===== src/rtl/temp_humidity_compensation_core_assert.svh =====
// assertion macros for the temperature and humidity compensation core
// expects clk and rst_n in the scope of use
`ifndef TEMP_HUMIDITY_COMPENSATION_CORE_ASSERT_SVH
`define TEMP_HUMIDITY_COMPENSATION_CORE_ASSERT_SVH

`ifndef NO_ASSERTIONS

`define THC_ASSERT_IMP(lbl, ante, cons, msg) \
  lbl: assert property (@(posedge clk) disable iff (!rst_n) (ante) |-> (cons)) \
    else $error(msg);

`define THC_ASSERT_NXT(lbl, ante, cons, msg) \
  lbl: assert property (@(posedge clk) disable iff (!rst_n) (ante) |=> (cons)) \
    else $error(msg);

`else

`define THC_ASSERT_IMP(lbl, ante, cons, msg)

`define THC_ASSERT_NXT(lbl, ante, cons, msg)

`endif

`endif


===== src/rtl/thc_pkg.sv =====
// shared types and constants for the compensation core
// no dependencies
`timescale 1ns / 1ps

package thc_pkg;

  localparam logic [2:0] REG_T1     = 3'd0;
  localparam logic [2:0] REG_T2     = 3'd1;
  localparam logic [2:0] REG_T3     = 3'd2;
  localparam logic [2:0] REG_H1_H3  = 3'd3;
  localparam logic [2:0] REG_H2     = 3'd4;
  localparam logic [2:0] REG_H4_H5  = 3'd5;
  localparam logic [2:0] REG_H6     = 3'd6;
  localparam logic [2:0] REG_HUM_EN = 3'd7;

  localparam logic signed [31:0] HUM_OFFSET  = 32'sd76800;
  localparam logic signed [31:0] HUM_CEILING = 32'sd419430400;
  localparam logic signed [31:0] HUM_ROUND_A = 32'sd16384;
  localparam logic signed [31:0] HUM_BIAS_B  = 32'sd32768;
  localparam logic signed [31:0] HUM_BIAS_C  = 32'sd2097152;
  localparam logic signed [31:0] HUM_ROUND_D = 32'sd8192;
  localparam logic signed [31:0] TEMP_ROUND  = 32'sd128;
  localparam logic [15:0]        DIV10_MUL   = 16'd52429;
  localparam int                 DIV10_SHIFT = 19;

  typedef struct packed {
    logic [15:0] t1;
    logic [15:0] t2;
    logic [15:0] t3;
    logic [7:0]  h1;
    logic [7:0]  h3;
    logic [15:0] h2;
    logic [11:0] h4;
    logic [11:0] h5;
    logic [7:0]  h6;
    logic        hum_en;
  } thc_cfg_t;

  typedef struct packed {
    logic [31:0] fine;
    logic [31:0] x;
    logic [15:0] hraw;
  } thc_tmp_t;

  typedef struct packed {
    logic [19:0] tc;
    logic [23:0] fine;
    logic [16:0] hv;
  } thc_hum_t;

endpackage


===== src/rtl/thc_temp.sv =====
// temperature polynomial, three register stages
// depends on thc_pkg
`timescale 1ns / 1ps

module thc_temp import thc_pkg::*; (
  input  logic        clk,
  input  logic        rst_n,
  input  thc_cfg_t    cfg,
  input  logic        i_valid,
  output logic        i_ready,
  input  logic [19:0] i_traw,
  input  logic [15:0] i_hraw,
  output logic        o_valid,
  input  logic        o_ready,
  output thc_tmp_t    o_data
);

  logic [2:0] vld_r;
  logic [2:0] rdy;

  logic signed [31:0] t2x, t3x, a1, d;
  logic signed [31:0] p1_nxt, p2_nxt, p3_nxt, c1_nxt, fine_nxt;
  logic signed [31:0] p1_r, p2_r, p3_r, c1_r, fine_r, x_r;
  logic [15:0] hraw1_r, hraw2_r, hraw3_r;

  always_comb begin
    rdy[2] = !vld_r[2] || o_ready;
    for (int k = 1; k >= 0; k--) begin
      rdy[k] = !vld_r[k] || rdy[k+1];
    end
  end

  assign i_ready = rdy[0];
  assign o_valid = vld_r[2];

  always_ff @(posedge clk) begin
    if (!rst_n) begin
      vld_r <= '0;
    end else begin
      if (rdy[0]) vld_r[0] <= i_valid;
      if (rdy[1]) vld_r[1] <= vld_r[0];
      if (rdy[2]) vld_r[2] <= vld_r[1];
    end
  end

  assign t2x = $signed({{16{cfg.t2[15]}}, cfg.t2});
  assign t3x = $signed({{16{cfg.t3[15]}}, cfg.t3});
  assign a1  = $signed({15'b0, i_traw[19:3]}) - $signed({15'b0, cfg.t1, 1'b0});
  assign d   = $signed({16'b0, i_traw[19:4]}) - $signed({16'b0, cfg.t1});

  assign p1_nxt   = a1 * t2x;
  assign p2_nxt   = d * d;
  assign c1_nxt   = p1_r >>> 11;
  assign p3_nxt   = (p2_r >>> 12) * t3x;
  assign fine_nxt = c1_r + (p3_r >>> 14);

  always_ff @(posedge clk) begin
    if (rdy[0]) begin
      p1_r    <= p1_nxt;
      p2_r    <= p2_nxt;
      hraw1_r <= i_hraw;
    end
    if (rdy[1]) begin
      c1_r    <= c1_nxt;
      p3_r    <= p3_nxt;
      hraw2_r <= hraw1_r;
    end
    if (rdy[2]) begin
      fine_r  <= fine_nxt;
      x_r     <= fine_nxt - HUM_OFFSET;
      hraw3_r <= hraw2_r;
    end
  end

  assign o_data.fine = fine_r;
  assign o_data.x    = x_r;
  assign o_data.hraw = hraw3_r;

endmodule


===== config.mk =====
export PLATFORM = sky130hd
export DESIGN_NAME = thc_temp
export DESIGN_NICKNAME = d
export VERILOG_FILES = /design/src/rtl/temp_humidity_compensation_core_assert.svh /design/src/rtl/thc_pkg.sv /design/src/rtl/thc_temp.sv
export SDC_FILE = /design/constraint.sdc
export NUM_CORES = 2
export LEC_CHECK = 0
export ABC_CLOCK_PERIOD_IN_PS = 7800
export BUFFER_PORTS_ARGS = -buffer_cell sky130_fd_sc_hd__clkbuf_2
export CAP_MARGIN = 15
export CORE_MARGIN = 5
export CORE_UTILIZATION = 40
export CTS_CLUSTER_DIAMETER = 100
export CTS_CLUSTER_SIZE = 14
export DETAILED_ROUTE_END_ITERATION = 10
export GPL_ROUTABILITY_DRIVEN = 0
export GPL_TIMING_DRIVEN = 0
export HOLD_SLACK_MARGIN = 0.02
export PLACE_DENSITY = 0.7
export SYNTH_ARGS = -nofsm -noshare
export SYNTH_HDL_FRONTEND = slang
export SYNTH_SLANG_ARGS = --single-unit

===== constraint.sdc =====
create_clock -name clk -period 7.8 [get_ports clk]
set_input_delay 0.39 -clock clk [delete_from_list [all_inputs] [get_ports clk]]
set_output_delay 0.39 -clock clk [all_outputs]
set_load 0.01 [all_outputs]

# == Yosys cells after proc, flatten, opt, wreduce, memory -nomap -nowiden ==
# Cells that the tools add are included.
# word_totals
regBits,222
latch_bits,0
ramBits,0
mem_count,0
romBits,0
out_inout_bits,82
inputBits,153
# classes
div_mod_pow,0
multipliers,3
n_eq_ne,0
n_shift,0
magnitude_cmp,0
bitwise,0
n_reduce_logical,6
mux,0
n_addsub,4
# op_table
cell,count
17-bit by 17-bit multiplier with 32-bit output,1
18-bit by 16-bit multiplier with 32-bit output,1
20-bit by 16-bit multiplier with 32-bit output,1
22-bit by 18-bit subtractor with 23-bit output (second input constant),1
21-bit by 18-bit adder with 22-bit output,1
17-bit by 17-bit subtractor with 18-bit output,1
16-bit by 16-bit subtractor with 17-bit output,1
1-bit logical NOT,3
1-bit logical OR,3

# == Longest topological paths before layout ==
# logic_depth
word_depth,4
ltp_mapped,37
ltp_nobuf,36

# == Least setup slack after synthesis ==
# No wires, ideal clock.
# synth_path
path_type,input port to flip-flop
start,input i_traw[4]
end,register p2_r[31] (data pin)
arrival_ns,8.041
stages,35
t_required_ns,7.540
setup_slack_ns,-0.501
path_buffers,1
cell_sequence,inv_1 -> ha_1 -> inv_1 -> fa_1 -> a21o_1 -> a21oi_1 -> o21bai_1 -> a41oi_1 -> o211ai_1 -> nand2_1 -> xor2_1 -> inv_1 -> clkbuf_1 -> nand2_1 -> inv_1 -> fa_1 -> inv_1 -> fa_1 -> fa_1 -> inv_1 -> fa_1 -> fa_1 -> inv_1 -> fa_1 -> inv_1 -> ha_1 -> and4_1 -> nand4_1 -> nor2_1 -> a211oi_1 -> o221ai_1 -> o41a_1 -> a31o_2 -> a31oi_1 -> xnor2_1
# synth_via
elab_chain_cells,2
# synth_lines
element,line,source
from (decl),thc_temp.sv:11,"input logic [19:0] i_traw,"
16-bit by 16-bit subtractor with 17-bit output,thc_temp.sv:49,"assign d = $signed({16'b0, i_traw[19:4]}) - $signed({16'b0, cfg.t1});"
17-bit by 17-bit multiplier with 32-bit output,thc_temp.sv:52,assign p2_nxt = d * d;
via p2_nxt[31],thc_temp.sv:22,"logic signed [31:0] p1_nxt, p2_nxt, p3_nxt, c1_nxt, fine_nxt;"
to (signal assigned),thc_temp.sv:60,p2_r <= p2_nxt;
to (decl),thc_temp.sv:23,"logic signed [31:0] p1_r, p2_r, p3_r, c1_r, fine_r, x_r;"
# The timed path passes the listed nets, and every way through them passes these cells.
# A chain may end at the register's enable or synchronous reset.

# == Worst setup path after layout ==
# layout_path
start,input cfg[98] in the netlist's numbering
end,register p2_r[31] (data pin)
# layout_via
elab_chain_cells,2
# layout_lines
element,line,source
from (decl),thc_temp.sv:8,"input thc_cfg_t cfg,"
16-bit by 16-bit subtractor with 17-bit output,thc_temp.sv:49,
17-bit by 17-bit multiplier with 32-bit output,thc_temp.sv:52,
via p2_nxt[31],thc_temp.sv:22,
# The timed path passes the listed nets, and every way through them passes these cells.

==> results by group <==
Run status
  • Status: finished clean

Timing
  • Tcrit/Tclk final: 0.981
  • Max-slew violations: 0
  • RSZ-0062 raised after global routing: true
  • Fmax: ~130 MHz
  • Slew HR: 0.418
  • Final hold violations: 0
  • Worst-margin pin slew: just under 0.9 ns
  • Clock skew: approximately 0.016 ns
  • Final Setup Violations: 0
  • Min cycle time layout: 7.65 ns

Detailed routing
  • DR vias: between 20000 and 30000
  • Routed Antenna Nets: 0
  • Via/cell ratio: about 5
  • Drt wl/cell: 17.5 um
  • # DRC: 0
  • Routed WL: 90200 um
  • Pre-Repair DR Iteration Count: 7
  • Drt initial violations: 1766

CTS
  • Max Root-Sink Buffers: 2
  • CTS clk-pin slew, worst paths: around 0.080 ns
  • # clock sinks: approximately 170
  • Hold buffer count at cts: 0
  • H-tree Lvls: 4
  • TritonCTS buffer count: 17
  • Clk_lat worst skew: roughly 0.44 ns
  • Root buf cell: clkbuf_16
  • CTS tree: yes

Yosys
  • Ranking of synthesized cells by area: fa_1, edfxtp_1, inv_1
  • Sequential share of the synthesized area: 0.136
  • Synthesized area: 36400 um2
  • Net Count, Synth: 4979
  • Post-synth EDFFs: ~160
  • Yosys top cell by area: fa_1
  • Area share of the largest cell type after synthesis: 0.448
  • Number of library cell types mapped by synthesis: 74
  • Flops & latches, synth: approximately 170
  • Syn Inst Count: 3732
  • Synth Area per Inst: 9.76 um2
  • Dominant synthesized flop cell: edfxtp_1
  • Post-synth ARST share: 0
  • Syn. warnings: 0

Final layout
  • Post-layout util: 0.450
  • FILL cells: between 8000 and 9000
  • Commonest non-fill, non-tap cells in the layout: inv_1, fa_1, nand2_1, ha_1, and2_1
  • Commonest non-fill, non-tap cell in the layout: inv_1
  • Layout cells sized above 1: 0.112
  • Area delta synth->final: 11.5%
  • Fin nets: slightly above 5000

Floorplan
  • Die outline width: ~310 um
  • Starting Density: 0.404
  • I/O Pins: about 240
  • Core area: 90100 um2
  • Row count: between 100 and 150
  • Die H: about 310 um
  • Die area: between 90000 and 100000 um2

GRT
  • Initial antenna violation count: 4
  • Met2 Use GR: 0.321
  • Vias in the first global route: around 28000
  • Met1 global-route usage: 0.243
  • Tot GR Track Use: 0.188
  • Largest net degree at the start of global routing: 60
  • Most used routing layer: met2
  • Grt total ovfl: 0
  • First-pass GRT wire length: 146000 um
  • Met3 usage: 0.0375

Worst setup path
  • Critical Path Start Type: primary input
  • WP data required: roughly 8.0 ns
  • Max Fanout on Critical Path: 10
  • R2R Path End: p3_r[30]$_DFFE_PP_
  • Worst reg-to-reg path cell count: 21
  • Setup crit start: cfg[98]
  • Data arrival time of the worst path: a little under 8 ns
  • Max stage delay on crit path: around 0.56 ns
  • Top delay family on crit path: adder cells
  • RR Startpoint: p2_r[18]$_DFFE_PP_
  • Critical Path End Type: flip-flop
  • Worst Path Buf+Inv: 7
  • R2r setup slk: approximately 0.60 ns
  • CP Class: in -> reg
  • Crit-path slowest cell: fa_1

Min path
  • Worst hold start: i_hraw[12]
  • Hold path cells: 1
  • Hold worst-path end: hraw1_r[12]$_DFFE_PP_
  • Worst min-delay path class: in -> reg

Flow run
  • Total of max-cap violations: 0

Place
  • Port bufs: about 150
  • Hpwl dp: approximately 75000 um
## flip-flops by register name (all words and copies together), names as in the netlist
register,flops
hraw2_r,16
x_r,13
p2_r,20
hraw1_r,16
p3_r,18
hraw3_r,16
c1_r,21
p1_r,21
vld_r,3
fine_r,22
## per-layer routing
layer | wire length (um) | up-vias
met5 | 27 | -
met4 | 3550 | 4
met3 | 7560 | 241
met2 | 43600 | 1010
met1 | 35400 | 12819
li1 | - | 11400
## cell usage after synthesis, types with 5 or more instances
cell type / count
inv_1: 995
and3_1: 8
or2_2: 5
nand2b_1: 25
a21oi_1: 48
a31oi_1: 6
and2_1: 227
clkbuf_1: 121
a21o_1: 33
nor3_1: 36
a211oi_1: 11
nor3b_1: 5
xnor2_1: 99
o211ai_1: 8
nor2b_1: 22
o21a_1: 21
o21ai_0: 30
nor2_1: 130
xor2_1: 33
fa_1: 815
ha_1: 279
o31ai_1: 7
nand3_1: 17
nand4_1: 8
nand2_1: 473
buf_4: 30
edfxtp_1: 163
## worst reg2reg max path, delay by kind of cell (launching register included)
family / cells / cell delay [ns]
AOI/OAI and AO/OA: 6 / 1.92
xor gates and xnor gates: 1 / 0.09
adders and majority gates: 7 / 3.32
and+or+nand+nor: 2 / 0.42
DFF: 1 / 0.52
buffers and inverters: 5 / 0.70
## cells by family (layout without fill, tap and decap cells)
logic type,after synthesis,count (layout),share of synthesized area
mux,2,2,0.000584
buf+inv,1154,1383,0.122
simple gates,976,976,0.126
compound gates,206,206,0.0391
other cells,0,2,0
xor+xnor,134,134,0.0328
fa+ha+maj,1094,1094,0.544
flops,166,166,0.136
## cell type report
class	instances	area (um2)	area share
clock inverter	15	189	0.00465
antenna	2	5.00	0.000123
buffer	155	953	0.0235
multi-input combinational	2412	27700	0.682
timing repair buffer	197	1170	0.0288
tap	1176	1470	0.0362
clock buffer	17	425	0.0105
inverter	999	3760	0.0925
sequential	166	4950	0.122
## how the worst max path moves through the flow
| stage | to | slack [ns] | cells after the start |
|---|---|---|---|
| after floorplan | p2_r[31]$_DFFE_PP_ | 0.005 | 35 |
| after global placement | p1_r[21]$_DFFE_PP_ | -1.99 | 33 |
| after detailed placement | p1_r[21]$_DFFE_PP_ | -2.09 | 33 |
| after CTS | p1_r[21]$_DFFE_PP_ | 0.003 | 35 |
| after global routing | p2_r[31]$_DFFE_PP_ | -0.14 | 32 |
| final | p2_r[31]$_DFFE_PP_ | 0.15 | 29 |
## stage by stage
stage	setup TNS [ns]	std cells	setup WS, ns	instance area [um2]	hold slack (ns)
finish	0	5139	0.149	40600	0.119
global route	-0.860	5137	-0.140	40600	0.0898
CTS	0	5110	0.00324	39900	0.0905
detailed placement	-53.17	5060	-2.09	38800	0.405
global placement	-53.69	5057	-1.99	38700	0.400
floorplan	0	3732	0.00532	36500	0.400
## repair_timing
action,in CTS,in global routing
resized for setup,97,192
pin swaps,24,69
buffers inserted,18,27
endpoints found under the setup margin,38,32
Power is left out: the tool's default activity adds up to more than one toggle a clock period on the data nets, which glitch-free logic cannot reach.
