$ cat src/rtl/temp_humidity_compensation_core_assert.svh
// assertion macros for the temperature and humidity compensation core
// expects clk and rst_n in the scope of use
`ifndef TEMP_HUMIDITY_COMPENSATION_CORE_ASSERT_SVH
`define TEMP_HUMIDITY_COMPENSATION_CORE_ASSERT_SVH

`ifndef NO_ASSERTIONS

`define THC_ASSERT_IMP(lbl, ante, cons, msg) \
  lbl: assert property (@(posedge clk) disable iff (!rst_n) (ante) |-> (cons)) \
    else $error(msg);

`define THC_ASSERT_NXT(lbl, ante, cons, msg) \
  lbl: assert property (@(posedge clk) disable iff (!rst_n) (ante) |=> (cons)) \
    else $error(msg);

`else

`define THC_ASSERT_IMP(lbl, ante, cons, msg)

`define THC_ASSERT_NXT(lbl, ante, cons, msg)

`endif

`endif

$ cat src/rtl/thc_pkg.sv
// shared types and constants for the compensation core
// no dependencies
`timescale 1ns / 1ps

package thc_pkg;

  localparam logic [2:0] REG_T1     = 3'd0;
  localparam logic [2:0] REG_T2     = 3'd1;
  localparam logic [2:0] REG_T3     = 3'd2;
  localparam logic [2:0] REG_H1_H3  = 3'd3;
  localparam logic [2:0] REG_H2     = 3'd4;
  localparam logic [2:0] REG_H4_H5  = 3'd5;
  localparam logic [2:0] REG_H6     = 3'd6;
  localparam logic [2:0] REG_HUM_EN = 3'd7;

  localparam logic signed [31:0] HUM_OFFSET  = 32'sd76800;
  localparam logic signed [31:0] HUM_CEILING = 32'sd419430400;
  localparam logic signed [31:0] HUM_ROUND_A = 32'sd16384;
  localparam logic signed [31:0] HUM_BIAS_B  = 32'sd32768;
  localparam logic signed [31:0] HUM_BIAS_C  = 32'sd2097152;
  localparam logic signed [31:0] HUM_ROUND_D = 32'sd8192;
  localparam logic signed [31:0] TEMP_ROUND  = 32'sd128;
  localparam logic [15:0]        DIV10_MUL   = 16'd52429;
  localparam int                 DIV10_SHIFT = 19;

  typedef struct packed {
    logic [15:0] t1;
    logic [15:0] t2;
    logic [15:0] t3;
    logic [7:0]  h1;
    logic [7:0]  h3;
    logic [15:0] h2;
    logic [11:0] h4;
    logic [11:0] h5;
    logic [7:0]  h6;
    logic        hum_en;
  } thc_cfg_t;

  typedef struct packed {
    logic [31:0] fine;
    logic [31:0] x;
    logic [15:0] hraw;
  } thc_tmp_t;

  typedef struct packed {
    logic [19:0] tc;
    logic [23:0] fine;
    logic [16:0] hv;
  } thc_hum_t;

endpackage

$ cat src/rtl/thc_div.sv
// divide by ten through a reciprocal product, output register stage
// depends on thc_pkg
`timescale 1ns / 1ps

module thc_div import thc_pkg::*; (
  input  logic        clk,
  input  logic        rst_n,
  input  logic        i_valid,
  output logic        i_ready,
  input  thc_hum_t    i_data,
  output logic        o_valid,
  input  logic        o_ready,
  output logic [19:0] o_tc,
  output logic [23:0] o_fine,
  output logic [13:0] o_hum
);

  logic        vld_r;
  logic [32:0] prod;
  logic [13:0] hum_nxt, hum_r;
  logic [19:0] tc_r;
  logic [23:0] fine_r;

  assign i_ready = !vld_r || o_ready;
  assign o_valid = vld_r;

  assign prod    = {16'b0, i_data.hv} * {17'b0, DIV10_MUL};
  assign hum_nxt = prod[DIV10_SHIFT +: 14];

  always_ff @(posedge clk) begin
    if (!rst_n) begin
      vld_r <= 1'b0;
    end else if (i_ready) begin
      vld_r <= i_valid;
    end
  end

  always_ff @(posedge clk) begin
    if (i_ready) begin
      hum_r  <= hum_nxt;
      tc_r   <= i_data.tc;
      fine_r <= i_data.fine;
    end
  end

  assign o_tc   = tc_r;
  assign o_fine = fine_r;
  assign o_hum  = hum_r;

endmodule

$ cat config.mk
export PLATFORM = sky130hd
export DESIGN_NAME = thc_div
export DESIGN_NICKNAME = d
export VERILOG_FILES = /design/src/rtl/temp_humidity_compensation_core_assert.svh /design/src/rtl/thc_pkg.sv /design/src/rtl/thc_div.sv
export SDC_FILE = /design/constraint.sdc
export NUM_CORES = 1
export LEC_CHECK = 0
export ABC_AREA = 0
export BUFFER_PORTS_ARGS = -buffer_cell sky130_fd_sc_hd__buf_2
export CAP_MARGIN = 15
export CORE_MARGIN = 4
export CORE_UTILIZATION = 50
export CTS_CLUSTER_DIAMETER = 100
export DETAILED_ROUTE_END_ITERATION = 8
export PLACE_DENSITY = 0.74
export RECOVER_POWER = 25
export SLEW_MARGIN = 20
export SYNTH_ARGS = -nofsm -noshare
export SYNTH_HDL_FRONTEND = slang
export SYNTH_SLANG_ARGS = --single-unit
$ cat constraint.sdc
create_clock -name clk -period 6.2 [get_ports clk]
set_input_delay 1.55 -clock clk [delete_from_list [all_inputs] [get_ports clk]]
set_output_delay 1.55 -clock clk [all_outputs]
set_load 0.1 [all_outputs]
# Word level (Yosys, flattened, before mapping)
# Cells that the tools add are included.
totals:
  ff_bits: 59
  latch_bits: 0
  ram_bits: 0
  rom_bits: 0
  in_bits: 65
  out_inout_bits: 60
  n_memories: 0
op_classes:
  n_addsub: 0
  n_mul: 1
  n_div: 0
  order_cmp: 0
  n_eq_ne: 0
  shift: 0
  mux: 0
  bitwise: 0
  reduce_logical: 2
op_table:
  columns: ["cell", "n"]
  rows:
  - ["$mul 17x16->33 const B", 1]
  - ["$logic_not 1->1", 1]
  - ["$logic_or 1x1->1", 1]

# Logic depth before layout (Yosys ltp)
# Gate-level depths: netlist (run 1).
logic_depth:
  word_depth: 2
  ltp_mapped: 20

# Least setup slack after synthesis (run 1)
# No wires, ideal clock.
synth_timing:
  kind: "input port to flip-flop"
  start: "in i_data[2] (netlist bit)"
  end: "reg hum_r[7], in the netlist o_hum[7], data pin"
  setup_ns: 0.264
  arrival_time_ns: 6.104
  required_ns: 5.936
  path_slack_ns: -0.168
  cell_stages: 17
  path_buffers: 0
  cell_sequence: "ha_1 -> inv_1 -> fa_1 -> inv_1 -> fa_1 -> fa_1 -> inv_1 -> fa_1 -> fa_1 -> inv_1 -> ha_1 -> and4_1 -> a22o_1 -> a211o_1 -> a31oi_4 -> nor2_1 -> o41a_1"
synth_between:
  elab_chain_len: 1
synth_lines:
  columns: ["item", "line_no", "source"]
  rows:
  - ["start: declaration", "thc_div.sv:10", "input thc_hum_t i_data,"]
  - ["$mul 17x16->33", "thc_div.sv:27", "assign prod = {16'b0, i_data.hv} * {17'b0, DIV10_MUL};"]
  - ["via prod[26]", "thc_div.sv:19", "logic [32:0] prod;"]
  - ["end signal: assignment", "thc_div.sv:40", "hum_r <= hum_nxt;"]
  - ["end: declaration", "thc_div.sv:20", "logic [13:0] hum_nxt, hum_r;"]
# The timed path passes the listed nets, and every way through them passes these cells.
# A chain may end at the register's enable or synchronous reset.

# Worst setup path in the final report (run 1)
layout_timing:
  start: "in i_data[6] (netlist bit)"
  end: "reg hum_r[7], in the netlist o_hum[7], data pin"
# The elaborated chain is that of the path after synthesis.

==> metrics.txt, run 1 <==
CTS Sinks=59; Chip Height=124 um; CP Launch Type=input port; Remaining Overflow, GRT=0; die area=0.0154 mm^2; vias in the first global route=5281; CTS root buf=clkbuf_16; worst r2r src=o_valid; hpwl dp=15.2 mm; placer congestion estimate=0.997; endpoints failing setup=2; worst path cell trace=buf_8 > buf_6 > ha_4 > inv_4 > fa_1 > inv_2 > fa_2 > fa_1 > inv_2 > fa_2 > inv_2 > fa_1 > ha_4 > and4_4 > nand3_4 > a211oi_4 > buf_4 > a211o_1 > a31oi_4 > nor2_2 > o41a_1; fin util=0.683; max-cap viol count=0; RSZ-0062 raised after global routing=true; io pins=125; vias per inst=5.08; Final min period=6.26 ns; Synth cell types=48; chip width=124 um; commonest non-fill, non-tap cell in the layout=inv_1; Final Max Tran Viols=0; ant diodes=0; Final Skew=0.00440 ns; Area growth syn-to-layout=33.9%; number of buffers created by CTS=9; Net count, final=1099; top post-synthesis cells by area=fa_1 26%, edfxtp_1 26%, ha_1 25%; # DRC=0; flops & latches, synth=59; Worst setup EP type=flop; vias after detailed routing=5042; PortBufs=124; global-route wire length before repair=26.8 mm; Hold Vio Cnt, Final=0; worst min-delay path startpoint=o_valid; R2R Setup Slk=4.84 ns; slew at the pin closest to its max-slew limit=0.695 ns; Clock Latency Late Sink=0.32 ns; CP max stage delay=0.55 ns; setup TNS=-0.0780 ns; htree depth=3; Bufs on Longest Clock Path=2; net count after synthesis=872; Post-synth EDFFs=58; TritonRoute pass-1 iters=4; wire length per cell=17.7 um; Top Family by Delay on Critical Path=adder cells; Worst Slack Setup Final=-0.0609 ns; final worst-path cycle share=1.01; CTS Hold Bufs=0; fraction of layout instances using a drive strength above 1=0.353; largest net degree at the start of global routing=60; Antenna Nets Post-Route=0; critical path peak fanout=2; Post-synth ARST share=0; dpl cells=962; Synth Cell Area=0.00675 mm^2; Synth Area per Inst=11.5 um^2; Fill cells=992; synth warn=0; post-place setup slack=-0.443 ns; Slowest-stage cell, CP=fa_1; sequential cell area fraction in the yosys report=0.261; CTS tree=done; most frequent cells in the layout=155 x inv_1, 118 x buf_2, 115 x ha_1; failing checks=setup timing; total track usage=0.230; FMAX=160 MHz; Non-Filler Instances=993; DR iter-0 viols=238; Routed WL=17.5 mm; Post-Syn Instances=585; Worst Setup SP=i_data[6]; Clk pin slew, worst setup/hold paths=0.05 ns; ys flop type=edfxtp_1; relative slew slack=0.536; WP buf/inv=7; WP data required=6.26 ns; Arr. time, crit path=6.32 ns; Core ar.=0.0132 mm^2; Placement Rows=42; Tightest Hold Check Type=flop to flop; Synth area leader=fa_1; Synth top area share=0.258; initial antenna violation count=0; class of the most critical setup path=input port to flop; status=complete, but fails checks; Starting Density=0.510
cell families after synthesis:
group | share of synthesized area
simple gates | 0.0428
flops | 0.261
compound gates | 0.0753
fa+ha+maj | 0.508
xor+xnor | 0.0221
buf+inv | 0.0906
Yosys cell counts, drive strengths merged (2+ instances only):
library cell / n
a211oi: 5
a21o: 12
a21oi: 18
a31oi: 2
and2: 3
and3: 2
and4: 2
clkbuf: 2
edfxtp: 58
fa: 87
ha: 135
inv: 161
nand2: 17
nand2b: 2
nand3: 6
nand4: 2
nor2: 8
nor2b: 5
nor3: 7
o2111ai: 2
o21a: 3
o21ai: 10
or2: 2
xnor2: 7
xor2: 10
worst paths after layout:
kind                endpoint  cells past startpoint
hold reg to reg   o_fine[16]                      2
setup / recovery    o_hum[7]                     21
setup reg to reg    o_tc[14]                      2
hold / removal    o_fine[16]                      2
through the flow:
| step | area, um^2 | hold slack [ns] |
|---|---|---|
| after floorplan | 6830 | 1.65 |
| after global placement | 8250 | 1.00 |
| after detailed placement | 8250 | 1.01 |
| after CTS | 8810 | 1.02 |
| after global routing | 9040 | 1.06 |
| final | 9040 | 1.02 |
worst register-to-register path: cells and delay by family, from the launching register on:
family	cells	cell delay (ns)
buffers and inverters	1	0.56
flip-flops	1	0.31
AND/OR/NAND/NOR	1	0.08
flip-flops by register name (all words and copies together) (netlist names):
register and cells:
o_hum 14, o_valid 1, o_fine 24, o_tc 20
per-layer routing:
| layer | routed length, um | GRT usage |
|---|---|---|
| met5 | 0 | 0 |
| met3 | 1420 | 0.0413 |
| met2 | 8630 | 0.410 |
| met1 | 7180 | 0.292 |
| met4 | 314 | 0.0507 |
repair_timing:
| item | CTS | global route |
|---|---|---|
| setup endpoints to repair | 6 | 11 |
| pin swaps | 37 | 39 |
| setup buffers | 11 | 5 |
| resized for setup | 33 | 34 |
layout make-up:
class | instances | area [um^2] | area share
clock buffers | 15 | 288 | 0.0318
clock inverters | 1 | 30.0 | 0.00332
inverters | 161 | 609 | 0.0674
multi-input cells | 363 | 4740 | 0.524
flip-flops and latches | 59 | 1760 | 0.195
well taps | 176 | 220 | 0.0244
repair buffers | 218 | 1390 | 0.154
Power of run 1 is left out: the tool's default activity adds up to more than one toggle a clock period on the data nets, which glitch-free logic cannot reach.
==> run 2: changes to the inputs <==
--- a/config.mk
+++ b/config.mk
@@ -16,2 +16,3 @@
 export RECOVER_POWER = 25
+export SKIP_LAST_GASP = 1
 export SLEW_MARGIN = 20
==> constraint.sdc (replaced) <==
create_clock -name clk -period 6.2 [get_ports clk]
set_input_delay 0 -clock clk [delete_from_list [all_inputs] [get_ports clk]]
set_output_delay 0 -clock clk [all_outputs]
set_load 0.1 [all_outputs]
==> run 2 against run 1 <==
The run now ends clean; critical path depth down 2; maximum frequency up 26%; count of clock-buffer cells in the layout down 5; worst setup slack better by 1.3 ns; cell count down 4.7%; sequential share of layout area up 1.7 points; core utilization down 5.3 points; routed wire length down 2.2%; first-iteration DRC count up 23%; largest cell class unchanged.
==> metrics.txt, run 2 (synthesis results as in run 1) <==
RSZ-0062 raised after global routing=false; CTS Sinks=59; setup TNS=0 ns; Starting Density=0.510; TritonRoute pass-1 iters=4; number of flip-flops under the largest register name=24; R2R Path End=o_valid; R2R Setup Slk=4.34 ns; Setup Buffers After CTS=0; worst r2r path cells=4; Slowest-stage cell, CP=fa_1; Tightest Hold Check Type=input port to flop; grt peak-use layer=met2; fraction of layout instances using a drive strength above 1=0.184; most frequent cells in the layout=161 x inv_1, 135 x ha_1, 118 x buf_2; worst path cell trace=buf_2 > ha_1 > inv_1 > fa_1 > inv_1 > fa_1 > fa_1 > inv_1 > fa_1 > fa_1 > inv_1 > ha_1 > nand4_1 > nor3_1 > o21ai_0 > o21ai_2 > a211oi_2 > or4_1 > nand3_1; slew at the pin closest to its max-slew limit=0.692 ns; chip width=124 um; CP Launch Type=input port; # DRC=0; ant diodes=0; io pins=125; total track usage=0.230; Worst setup EP type=flop; Bufs on Longest Clock Path=2; class of the most critical setup path=input port to flop; htree depth=3; Routed WL=17.2 mm; endpoints failing setup=0; final worst-path cycle share=0.802; Final Max Tran Viols=0; DR iter-0 viols=293; initial antenna violation count=0; critical path peak fanout=5; wire length per cell=18.1 um; CTS root buf=clkbuf_16; Arr. time, crit path=5.15 ns; most frequent CP cell=fa_1; Final min period=4.98 ns; fin util=0.629; Antenna Nets Post-Route=0; placer congestion estimate=1.02; hpwl dp=13.9 mm; Core ar.=0.0132 mm^2; CTS tree=done; met1 Track Usage GR=0.283; met3 GRT Util=0.0381; Hold Vio Cnt, Final=0; vias in the first global route=5352; WP data required=6.38 ns; Clk pin slew, worst setup/hold paths=0.05 ns; relative slew slack=0.539; Final Instance Area=0.00833 mm^2; die area=0.0154 mm^2; Post-CTS Resized=0; Hold Path Depth=2; largest net degree at the start of global routing=61; CP max stage delay=0.54 ns; Top Family by Delay on Critical Path=adder cells; Placement Rows=42; FMAX=201 MHz; PortBufs=124; status=completed; hold slack=0.394 ns; worst min-delay path startpoint=i_data[58]; M2 GR Usage=0.409; Final Skew=0.00389 ns; vias per inst=5.16; Clock Latency Late Sink=0.32 ns; Area growth syn-to-layout=23.4%; Chip Height=124 um; max-cap viol count=0; Remaining Overflow, GRT=0; vias after detailed routing=4884; WP buf/inv=5; Worst Hold End=o_tc[17]; commonest non-fill, non-tap cell in the layout=inv_1; global-route wire length before repair=27.1 mm; Placed Area=0.00759 mm^2; worst r2r src=o_valid; Net count, final=1052; number of buffers created by CTS=9
[run 2: what timing repair did]
item	in CTS	in global routing
setup endpoints to repair	0	0
hold endpoints to repair	45	0
hold buffers	46	0
[run 2: stage by stage]
stage / setup WS [ns] / instances
2_1_floorplan: 1.38 / 585
3_3_place_gp: 0.971 / 884
3_5_place_dp: 0.939 / 884
4_1_cts: 1.28 / 946
5_1_grt: 1.03 / 946
6_report: 1.22 / 946
[run 2: worst max path at each step]
stage	start	to	slack, ns	cells after the start
4_1_cts	i_data[3]	o_hum[13]	1.28	19
6_report	i_data[7]	o_hum[12]	1.22	19
5_1_grt	i_data[15]	o_hum[13]	1.03	21
3_3_place_gp	i_data[8]	o_hum[13]	0.97	17
2_1_floorplan	i_data[2]	o_hum[7]	1.38	17
3_5_place_dp	i_data[3]	o_hum[13]	0.94	19
[run 2: area by class of cell]
class	instances	area, um^2
sequential	59	1760
multi-input combinational	363	4380
inverter	161	604
clock buffer	10	229
fill	1022	4910
clock inverter	6	56.3
timing repair buffer	171	1080
tap	176	220
[run 2: metal layers]
metal / part of all wire / wire length, um
met2: 0.48 / 8160
met1: 0.42 / 7220
met3: 0.076 / 1300
met4: 0.028 / 474
met5: 0 / 0
Power of run 2 is left out for the same reason.
==> run 3: changes to the inputs <==
Settings changed: PLACE_DENSITY 0.74 to 0.71.
Clock period 6.2 ns to 4.6 ns, I/O delays scaled along.
==> run 3 against run 2 <==
Critical endpoint is now o_hum[13]; cell area increased by 14%; non-clock buffer count increased by 87; routed wire length increased by 5.9%; largest cell class unchanged.
==> metrics.txt, run 3 (synthesis results as in run 1) <==
critical path peak fanout=4; initial antenna violation count=0; Hold Path Depth=2; vias after detailed routing=5109; worst r2r src=o_valid; Net count, final=1139; wire length per cell=17.6 um; vias per inst=4.95; Tightest Hold Check Type=input port to flop; Starting Density=0.510; setup TNS=0 ns; Worst setup EP type=flop; TritonRoute pass-1 iters=4; Placement Rows=42; Clk pin slew, worst setup/hold paths=0.05 ns; relative slew slack=0.531; Worst Hold End=o_fine[15]; Antenna Nets Post-Route=0; RSZ-0062 raised after global routing=true; # DRC=0; PortBufs=124; CP Launch Type=input port; number of flip-flops under the largest register name=24; worst min-delay path startpoint=i_data[32]; Chip Height=124 um; fraction of layout instances using a drive strength above 1=0.338; placer congestion estimate=0.924; R2R Setup Slk=2.66 ns; WP data required=4.65 ns; Final Skew=0.00460 ns; endpoints failing setup=0; CTS tree=done; chip width=124 um; slew at the pin closest to its max-slew limit=0.704 ns; Final Max Tran Viols=0; number of buffers created by CTS=9; final worst-path cycle share=0.995; Bufs on Longest Clock Path=2; CTS Sinks=59; max-cap viol count=0; CTS root buf=clkbuf_16; htree depth=3; Routed WL=18.2 mm; Hold Vio Cnt, Final=0; DR iter-0 viols=231; Core ar.=0.0132 mm^2; global-route wire length before repair=27.6 mm; ant diodes=0; Worst Slack Setup Final=0.0247 ns; Clock Latency Late Sink=0.31 ns; largest net degree at the start of global routing=61; status=completed; Placed Area=0.00831 mm^2; most frequent cells in the layout=147 x inv_1, 111 x ha_1, 106 x buf_2; total track usage=0.237; Remaining Overflow, GRT=0; worst r2r path cells=4; post-place setup slack=-0.513 ns; commonest non-fill, non-tap cell in the layout=inv_1; Final Instance Area=0.00949 mm^2; io pins=125; R2R Path End=o_valid; class of the most critical setup path=input port to flop; Area growth syn-to-layout=40.5%; FMAX=219 MHz; Arr. time, crit path=4.63 ns; hpwl dp=14.6 mm; die area=0.0154 mm^2; vias in the first global route=5489; Final min period=4.58 ns
[run 3: cell count changes in the layout (fill, tap and decap cells not counted), moves of 5 or more]
cell      before  now
a21oi_1       18   13
buf_2        118  106
buf_4          1   87
buf_6          0    8
clkbuf_4       0    5
ha_1         135  111
ha_4           0   23
inv_1        161  147
inv_2          0   12
[run 3: how the worst max path moves through the flow]
stage / startpoint / end / slack, ns / cells past startpoint
floorplan: i_data[0] / o_hum[7] / -0.01 / 16
global placement: i_data[4] / o_hum[13] / -0.45 / 17
detailed placement: i_data[4] / o_hum[13] / -0.51 / 17
CTS: i_data[6] / o_hum[13] / -0.07 / 21
global route: i_data[4] / o_hum[13] / -0.12 / 20
finish: i_data[6] / o_hum[13] / 0.02 / 21
[run 3: layout make-up]
cell class / count / area, um^2
Multi-Input combinational cell: 363 / 4800
Timing Repair Buffer: 258 / 1810
Tap cell: 176 / 220
Inverter: 161 / 609
Sequential cell: 59 / 1760
Fill cell: 940 / 3760
Clock inverter: 3 / 40.0
Clock buffer: 13 / 250
[run 3: critical path, stage by stage]
cell       delay (ns)
buf_8            0.10
buf_6            0.11
ha_4             0.27
inv_4            0.04
fa_1             0.49
inv_2            0.04
fa_2             0.53
fa_1             0.40
inv_1            0.08
fa_1             0.42
fa_1             0.51
inv_2            0.05
ha_4             0.27
and4_1           0.21
nand3_1          0.09
a211oi_2         0.23
a2111oi_2        0.11
or2_1            0.28
buf_6            0.15
nor3_4           0.16
a211oi_2         0.10
[run 3: what timing repair did]
item	in CTS	in global routing
setup buffers	5	6
gates cloned	0	0
endpoints found under the setup margin	6	11
hold buffers	46	0
endpoints found under the hold margin	45	0
pin swaps	28	31
gates resized for setup	22	64
[run 3: layer usage]
layer | vias up | share of wire | GRT usage
met5 | - | 0 | 0
met2 | 175 | 0.47 | 0.401
met3 | 23 | 0.064 | 0.0259
li1 | 2458 | - | -
met4 | 0 | 0.024 | 0.0828
met1 | 2453 | 0.44 | 0.318
[run 3: through the flow]
step                instances  utilization  hold WS (ns)
detailed placement        962        0.627         0.178
global route             1033        0.716         0.393
CTS                      1028        0.694         0.388
global placement          962        0.627         0.177
floorplan                 585            -        0.0989
finish                   1033        0.716         0.398
Power of run 3 is left out for the same reason.
